### src/sv/fxr_pkg.sv
// ---------------------------------------------------------------------------
// fxr_pkg: shared constants and helpers for the radix digit converter
// Holds field widths, ASCII codes, the base limits and the digit mapping.
// ---------------------------------------------------------------------------
`default_nettype none

package fxr_pkg;

  // Fixed field widths of the streaming payloads.
  localparam int VALUE_W = 40;
  localparam int CHAR_W  = 7;
  localparam int RADIX_W = 6;
  localparam int DIGIT_W = 6;

  // Quotient bits resolved per divider cycle.
  localparam int DIV_STEPS = 4;

  // Base register limits and reset value.
  localparam logic [RADIX_W-1:0] RADIX_RESET = 6'd10;
  localparam logic [RADIX_W-1:0] RADIX_MIN   = 6'd2;
  localparam logic [RADIX_W-1:0] RADIX_MAX   = 6'd36;

  // ASCII codes.
  localparam logic [CHAR_W-1:0]  ASCII_DIGIT_BASE  = 7'd48;
  localparam logic [CHAR_W-1:0]  ASCII_LETTER_BASE = 7'd55;
  localparam logic [CHAR_W-1:0]  ASCII_POINT       = 7'd46;
  localparam logic [DIGIT_W-1:0] DECIMAL_DIGITS    = 6'd10;

  // Clamp a programmed base into the supported range.
  function automatic logic [RADIX_W-1:0] eff_radix(input logic [RADIX_W-1:0] r);
    logic [RADIX_W-1:0] res;
    if (r < RADIX_MIN) begin
      res = RADIX_MIN;
    end else if (r > RADIX_MAX) begin
      res = RADIX_MAX;
    end else begin
      res = r;
    end
    return res;
  endfunction

  // Map a digit value to its character: 0-9 to '0'-'9', 10-35 to 'A'-'Z'.
  function automatic logic [CHAR_W-1:0] digit_char(input logic [DIGIT_W-1:0] d);
    logic [CHAR_W-1:0] res;
    if (d < DECIMAL_DIGITS) begin
      res = ASCII_DIGIT_BASE + CHAR_W'(d);
    end else begin
      res = ASCII_LETTER_BASE + CHAR_W'(d);
    end
    return res;
  endfunction

endpackage

`default_nettype wire

### src/sv/fxr_div.sv
// ---------------------------------------------------------------------------
// fxr_div: iterative divider of the integer part by the number base
// Restoring division resolving a few quotient bits per cycle; pulses done
// when quotient and remainder are ready.
// ---------------------------------------------------------------------------
`default_nettype none

module fxr_div #(
  parameter int INT_BITS = 24
) (
  input  wire logic                        clk,
  input  wire logic                        rst,
  input  wire logic                        start,
  input  wire logic [INT_BITS-1:0]         dividend,
  input  wire logic [fxr_pkg::RADIX_W-1:0] divisor,
  output logic                             done,
  output logic [INT_BITS-1:0]              quotient,
  output logic [fxr_pkg::DIGIT_W-1:0]      remainder
);

  localparam int STEPS     = fxr_pkg::DIV_STEPS;
  localparam int CYCLES    = (INT_BITS + STEPS - 1) / STEPS;
  localparam int DIV_W     = CYCLES * STEPS;
  localparam int CNT_W     = (CYCLES > 1) ? $clog2(CYCLES) : 1;
  localparam int REM_W     = fxr_pkg::DIGIT_W;
  localparam int RADIX_W_L = fxr_pkg::RADIX_W;

  logic [DIV_W-1:0]  quo;
  logic [DIV_W-1:0]  quo_next;
  logic [REM_W-1:0]  rem;
  logic [REM_W-1:0]  rem_next;
  logic [RADIX_W_L-1:0] dvs;
  logic [CNT_W-1:0]  cnt;
  logic              busy;

  // A group of restoring steps: shift in the next dividend bit, subtract
  // the divisor when it fits and record the quotient bit.
  always_comb begin
    logic [REM_W:0]   r;
    logic [DIV_W-1:0] q;
    r = {1'b0, rem};
    q = quo;
    for (int i = 0; i < STEPS; i++) begin
      r = {r[REM_W-1:0], q[DIV_W-1]};
      q = {q[DIV_W-2:0], 1'b0};
      if (r >= {1'b0, dvs}) begin
        r    = r - {1'b0, dvs};
        q[0] = 1'b1;
      end
    end
    rem_next = r[REM_W-1:0];
    quo_next = q;
  end

  // Sequencer of the shared divide step.
  always_ff @(posedge clk) begin
    if (rst) begin
      busy <= 1'b0;
      done <= 1'b0;
      cnt  <= '0;
    end else begin
      done <= 1'b0;
      if (start) begin
        busy <= 1'b1;
        cnt  <= '0;
        quo  <= DIV_W'(dividend);
        rem  <= '0;
        dvs  <= divisor;
      end else if (busy) begin
        quo <= quo_next;
        rem <= rem_next;
        cnt <= cnt + 1'b1;
        if (cnt == CNT_W'(CYCLES - 1)) begin
          busy <= 1'b0;
          done <= 1'b1;
        end
      end
    end
  end

  assign quotient  = quo[INT_BITS-1:0];
  assign remainder = rem;

endmodule

`default_nettype wire

### src/sv/fixed_to_radix_n_digits.sv
// ---------------------------------------------------------------------------
// fixed_to_radix_n_digits: unsigned fixed-point number to base-N ASCII text
// Converts one Q(INT_BITS).(FRAC_BITS) number per request into characters.
// ---------------------------------------------------------------------------
// Each input request is an unsigned fixed-point number; the block answers
// with one ASCII character per output request: the integer digits most
// significant first (none when the integer part is zero), a '.', and then
// FRAC_DIGITS fraction digits, the last one flagged on m_tlast. The base
// comes from the 6-bit configuration register (reset 10); values below 2
// act as 2 and values above 36 act as 36. Integer digits come from a shared
// divider that resolves 4 quotient bits a cycle, one division per integer
// digit. Fraction digits take one multiply each and leave at one character
// per cycle while the output is not stalled. s_tready stays low from the
// acceptance of an item until its last fraction digit is loaded, so a new
// number is taken only after the previous one has been converted.
`default_nettype none

module fixed_to_radix_n_digits #(
  parameter int INT_BITS    = 24,
  parameter int FRAC_BITS   = 16,
  parameter int FRAC_DIGITS = 8
) (
  input  wire logic                        clk,
  input  wire logic                        rst,
  // Configuration write: base of the conversion.
  input  wire logic                        cfg_valid,
  output logic                             cfg_ready,
  input  wire logic [fxr_pkg::RADIX_W-1:0] cfg_data,   // [5:0] radix
  // Input stream.
  input  wire logic                        s_tvalid,
  output logic                             s_tready,
  input  wire logic [fxr_pkg::VALUE_W-1:0] s_tdata,    // [39:0] value
  // Output stream.
  output logic                             m_tvalid,
  input  wire logic                        m_tready,
  output logic [7:0]                       m_tdata,    // [6:0] ascii_char, [7] zero
  output logic                             m_tlast
);

  localparam int NUM_W   = INT_BITS + FRAC_BITS;
  localparam int EXT_W   = (NUM_W > fxr_pkg::VALUE_W) ? NUM_W : fxr_pkg::VALUE_W;
  localparam int DEPTH_W = $clog2(INT_BITS + 1);
  localparam int IDX_W   = (INT_BITS > 1) ? $clog2(INT_BITS) : 1;
  localparam int FC_W    = (FRAC_DIGITS > 1) ? $clog2(FRAC_DIGITS) : 1;
  localparam int PROD_W  = FRAC_BITS + fxr_pkg::RADIX_W;

  typedef enum logic [2:0] {
    IDLE,
    DIVIDE,
    EMIT_INT,
    EMIT_POINT,
    EMIT_FRAC
  } state_t;

  state_t                         state;
  logic [fxr_pkg::RADIX_W-1:0]    radix;
  logic [fxr_pkg::RADIX_W-1:0]    base;
  logic [FRAC_BITS-1:0]           frac;
  logic [DEPTH_W-1:0]             depth;
  logic [DEPTH_W-1:0]             depth_dec;
  logic [FC_W-1:0]                fcnt;
  logic [fxr_pkg::DIGIT_W-1:0]    digit_stack [INT_BITS];

  logic [EXT_W-1:0]               value_ext;
  logic [INT_BITS-1:0]            ipart_in;
  logic [FRAC_BITS-1:0]           frac_in;
  logic                           accept;
  logic                           out_free;
  logic                           emit;
  logic [PROD_W-1:0]              prod;

  logic                           div_start;
  logic [INT_BITS-1:0]            div_dividend;
  logic                           div_done;
  logic [INT_BITS-1:0]            div_quotient;
  logic [fxr_pkg::DIGIT_W-1:0]    div_remainder;

  // Split the incoming number into integer and fraction parts.
  assign value_ext = EXT_W'(s_tdata);
  assign ipart_in  = value_ext[NUM_W-1:FRAC_BITS];
  assign frac_in   = value_ext[FRAC_BITS-1:0];

  assign cfg_ready = 1'b1;
  assign s_tready  = (state == IDLE);
  assign accept    = s_tvalid && s_tready;
  assign out_free  = !m_tvalid || m_tready;
  assign emit      = out_free && ((state == EMIT_INT) || (state == EMIT_POINT) ||
                                  (state == EMIT_FRAC));
  assign depth_dec = depth - 1'b1;

  // One fraction step: the bits above the fraction are the next digit.
  assign prod = PROD_W'(frac) * PROD_W'(base);

  // Launch a division for the first digit and for every nonzero quotient.
  assign div_start    = (accept && (ipart_in != '0)) ||
                        ((state == DIVIDE) && div_done && (div_quotient != '0));
  assign div_dividend = (state == IDLE) ? ipart_in : div_quotient;

  fxr_div #(
    .INT_BITS (INT_BITS)
  ) u_div (
    .clk       (clk),
    .rst       (rst),
    .start     (div_start),
    .dividend  (div_dividend),
    .divisor   ((state == IDLE) ? fxr_pkg::eff_radix(radix) : base),
    .done      (div_done),
    .quotient  (div_quotient),
    .remainder (div_remainder)
  );

  // Base register.
  always_ff @(posedge clk) begin
    if (rst) begin
      radix <= fxr_pkg::RADIX_RESET;
    end else if (cfg_valid && cfg_ready) begin
      radix <= cfg_data;
    end
  end

  // Integer digits, least significant first.
  always_ff @(posedge clk) begin
    if ((state == DIVIDE) && div_done) begin
      digit_stack[depth[IDX_W-1:0]] <= div_remainder;
    end
  end

  // Sequencer and output register.
  always_ff @(posedge clk) begin
    if (rst) begin
      state    <= IDLE;
      m_tvalid <= 1'b0;
      m_tlast  <= 1'b0;
      depth    <= '0;
      fcnt     <= '0;
    end else begin
      // Load a new character when the register is free, else drop it once taken.
      if (emit) begin
        m_tvalid <= 1'b1;
      end else if (m_tready) begin
        m_tvalid <= 1'b0;
      end
      case (state)
        IDLE: begin
          if (accept) begin
            base  <= fxr_pkg::eff_radix(radix);
            frac  <= frac_in;
            depth <= '0;
            state <= (ipart_in != '0) ? DIVIDE : EMIT_POINT;
          end
        end
        DIVIDE: begin
          if (div_done) begin
            depth <= depth + 1'b1;
            if (div_quotient == '0) begin
              state <= EMIT_INT;
            end
          end
        end
        EMIT_INT: begin
          if (out_free) begin
            m_tdata  <= {1'b0, fxr_pkg::digit_char(digit_stack[depth_dec[IDX_W-1:0]])};
            m_tlast  <= 1'b0;
            depth    <= depth_dec;
            if (depth == DEPTH_W'(1)) begin
              state <= EMIT_POINT;
            end
          end
        end
        EMIT_POINT: begin
          if (out_free) begin
            m_tdata  <= {1'b0, fxr_pkg::ASCII_POINT};
            m_tlast  <= 1'b0;
            fcnt     <= '0;
            state    <= EMIT_FRAC;
          end
        end
        EMIT_FRAC: begin
          if (out_free) begin
            m_tdata  <= {1'b0, fxr_pkg::digit_char(prod[FRAC_BITS +: fxr_pkg::DIGIT_W])};
            frac     <= prod[FRAC_BITS-1:0];
            fcnt     <= fcnt + 1'b1;
            if (fcnt == FC_W'(FRAC_DIGITS - 1)) begin
              m_tlast <= 1'b1;
              state   <= IDLE;
            end else begin
              m_tlast <= 1'b0;
            end
          end
        end
        default: begin
          state <= IDLE;
        end
      endcase
    end
  end

endmodule

`default_nettype wire

### config.mk
export PLATFORM = sky130hd
export DESIGN_NAME = fixed_to_radix_n_digits
export DESIGN_NICKNAME = d
export VERILOG_FILES = /design/src/sv/fxr_pkg.sv /design/src/sv/fxr_div.sv /design/src/sv/fixed_to_radix_n_digits.sv
export SDC_FILE = /design/constraint.sdc
export NUM_CORES = 1
export LEC_CHECK = 0
export BUFFER_PORTS_ARGS = -buffer_cell sky130_fd_sc_hd__buf_2
export CAP_MARGIN = 20
export CORE_ASPECT_RATIO = 1.2
export CORE_MARGIN = 2
export CORE_UTILIZATION = 38
export CTS_CLUSTER_DIAMETER = 200
export CTS_CLUSTER_SIZE = 28
export DETAILED_ROUTE_END_ITERATION = 10
export HOLD_SLACK_MARGIN = 0.15
export PLACE_DENSITY = 0.57
export SYNTH_ARGS = -nofsm -noshare
export SYNTH_HDL_FRONTEND = slang
export SYNTH_HIERARCHICAL = 1
export SYNTH_SLANG_ARGS = --single-unit
export TNS_END_PERCENT = 10
### constraint.sdc
create_clock -name clk -period 22.1 [get_ports clk]
set_clock_uncertainty 0.15 [all_clocks]
set_input_delay 5.525 -clock clk [delete_from_list [all_inputs] [get_ports clk]]
set_output_delay 5.525 -clock clk [all_outputs]
set_load 0.02 [all_outputs]
==> flow_metrics.py <==
metrics = {
    "clocking": {
        "cts_tree": "done",
        "holdBufCountCts": 0,
        "numCtsBuffers": 12,
        "htreeDepth": 1,
        "cts_resized": 0,
        "cts_post_setup_buffers_inserted": 0,
        "clk_pin_slew_worst_paths_ns": 0.13,
        "cts.sinks": 233,
        "cts-root-buf": "clkbuf_16",
        "cts_buffer_depth": 3,
        "clkLatencyLatePin_ns": 0.52,
    },
    "yosys": {
        "yosys_register_bits": 233,
        "synth-edff-count": 209,
        "yosys.area.top_type": "edfxtp_1",
        "synth_top_flop_cell": "edfxtp_1",
        "synth.distinct_cells": 83,
        "avgSynthCellArea_um2": 11.36,
        "synth_area_mm2": 0.01492,
        "yosysSeqAreaShare": 0.4529,
        "async_reset_ff_frac": 0,
        "ys_warn_count": 6,
        "synth_top_area_frac": 0.4207,
        "syn-num-nets": 1491,
        "synth_area_leaders": "edfxtp_1 42%, fa_1 8.2%, ha_1 5.5%",
        "postSynthCellCount": 1313,
    },
    "floorplanning": {
        "initial_core_util": 0.3850,
        "rows": 79,
        "die_x_um": 184.9,
        "die-area_mm2": 0.04087,
        "ios": 63,
        "core_mm2": 0.03875,
        "die_h_um": 221.1,
    },
    "worst_setup_path": {
        "cp-end-kind": "flop",
        "start_kind": "flop",
        "r2r_start": "u_div/remainder[3]",
        "reg2reg_depth": 29,
        "critical_path_class": "flop to flop",
        "critPathSlowestCell": "edfxtp_1",
        "crit_buf_inv": 0,
        "worstPathMaxFanout": 26,
        "crit_path_max_incr_delay_ns": 0.95,
        "crit_family": "compound AO/OA/AOI/OAI gates",
        "r2r-end": "u_div/remainder[0]",
        "cp.required_ns": 22.20,
        "reg2reg_slack_ns": 13.76,
        "worstPathArrival_ns": 8.44,
    },
    "global_route": {
        "grt_max_degree": 45,
        "gr-total-overflow": 0,
        "grt_antenna_before_repair": 0,
        "grt_pass1_vias": 10180,
        "grt_pass1_wl_mm": 55.20,
        "gr-usage-all-layers": 0.1702,
    },
    "worst_hold_path": {
        "hold_path_depth": 1,
        "hold_start": "fcnt[0]",
        "min_to": "fcnt[0]",
        "hp-class": "flop to flop",
    },
    "run_status": {
        "status": "finished, final reports clean",
    },
    "cells_and_area": {
        "diodes": 0,
        "drive_gt1_frac": 0.1290,
        "area_growth_pct": 7.548,
        "final_common_cell": "edfxtp_1",
        "fillers": 3758,
        "fin_nets": 1521,
        "final_cell_mix": "209 x edfxtp_1, 165 x nand2_1, 113 x inv_1",
    },
    "timing": {
        "period_needed_ns": 8.339,
        "finalCritPeriodShare": 0.3773,
        "slew_violations": 0,
        "worst_slew_pin_slew_ns": 1.040,
        "tns_ns": 0,
        "slew_headroom": 0.3012,
        "fmax_mhz": 119.9,
        "hold_viol_final": 0,
        "rsz0062_at_grt": "no",
        "finalSetupViolations": 0,
    },
    "route": {
        "postRouteAntennaNets": 0,
        "num_vias": 9974,
        "drt_iter0_markers": 670,
        "first_pass_iters": 4,
        "remaining_drc_errors": 0,
        "avgViaCountPerCell": 5.319,
        "wirelength_mm": 34.76,
        "wire_per_inst_um": 18.54,
    },
    "run": {
        "drv_cap": 0,
    },
    "placed_design": {
        "gp_congestion": 0.8283,
        "dp_hpwl_mm": 25.51,
        "port_buffers": 60,
    },
}
==> metrics by stage <==
| stage | cells | hold slack (ns) | utilization | instance area, um2 | setup WS (ns) |
|---|---|---|---|---|---|
| 2_1_floorplan | 1313 | 0.3044 | - | 14920 | 13.58 |
| 3_3_place_gp | 1855 | 0.3244 | 0.4048 | 15690 | 14.14 |
| 3_5_place_dp | 1855 | 0.3241 | 0.4048 | 15690 | 13.78 |
| 4_1_cts | 1875 | 0.3521 | 0.4141 | 16050 | 13.77 |
| 5_1_grt | 1875 | 0.3974 | 0.4141 | 16050 | 13.14 |
| 6_report | 1875 | 0.3530 | 0.4141 | 16050 | 13.76 |
==> synth_stat cells (4+ instances only) <==
| master | count |
|---|---|
| ha_1 | 66 |
| buf_2 | 5 |
| and3_1 | 14 |
| o21ai_0 | 42 |
| nor4_1 | 13 |
| and2_1 | 90 |
| o21a_1 | 10 |
| o22ai_1 | 4 |
| edfxtp_1 | 209 |
| nand3b_1 | 4 |
| mux4_2 | 34 |
| mux2i_1 | 21 |
| nand3_1 | 12 |
| nand4_1 | 4 |
| xnor2_1 | 19 |
| mux2_2 | 34 |
| a21oi_1 | 52 |
| a31oi_1 | 9 |
| buf_4 | 4 |
| a311oi_1 | 4 |
| nor2b_1 | 15 |
| o211ai_1 | 6 |
| nor3_1 | 13 |
| or3_1 | 7 |
| o21ai_1 | 5 |
| clkbuf_1 | 34 |
| o31a_1 | 4 |
| fa_1 | 61 |
| a211oi_1 | 12 |
| buf_6 | 4 |
| nand2_1 | 165 |
| a221oi_1 | 4 |
| dfxtp_1 | 24 |
| a21o_1 | 14 |
| inv_1 | 113 |
| nand2b_1 | 16 |
| a211o_1 | 4 |
| nor2_1 | 73 |
| xor2_1 | 11 |
| a22oi_1 | 4 |
==> per-layer routing <==
metal / vias to the layer above / track usage / wire length [um]
met1: 5023 / 0.2227 / 15230
met5: - / 0 / 0
met3: 39 / 0.01234 / 899
met4: 0 / 0.03712 / 586
li1: 4745 / - / -
met2: 167 / 0.3069 / 18050
==> area by class of cell <==
cell class	count	area [um2]	area share
Inverter	114	427.9	0.02667
Multi-Input combinational cell	914	7482	0.4663
Timing Repair Buffer	68	360.3	0.02246
Tap cell	526	658.1	0.04102
Sequential cell	233	6758	0.4212
Clock inverter	2	36.28	0.002261
Clock buffer	18	322.8	0.02012
==> state kept, by name, indices dropped and copies added (netlist names), 5 cells and up <==
register / cells
digit_stack: 144
u_div/quotient: 24
frac: 16
m_tdata: 7
base: 6
radix: 6
u_div/dvs: 6
u_div/remainder: 6
depth: 5
==> worst max-delay path by stage <==
stage / end / start / cells after the start
after floorplan: u_div/quotient[0] / s_tdata[16] / 8
after global placement: u_div/remainder[0] / u_div/remainder[3] / 29
after detailed placement: u_div/remainder[0] / u_div/remainder[3] / 29
after CTS: u_div/remainder[0] / u_div/remainder[3] / 29
after global routing: u_div/remainder[0] / u_div/remainder[3] / 29
final: u_div/remainder[0] / u_div/remainder[3] / 29
==> cell families after synthesis <==
group           count (synthesis)  share of synthesized area
fa+ha+maj                     127                     0.1372
mux                            94                    0.09888
simple gates                  442                     0.1459
buf+inv                       166                    0.04604
flops                         233                     0.4529
compound gates                219                     0.1010
xor+xnor                       30                    0.01761
other cells                     2                  0.0005034
Power is not shown: default switching activity piles up to over one toggle a cycle in this logic, so the estimate is an artifact.
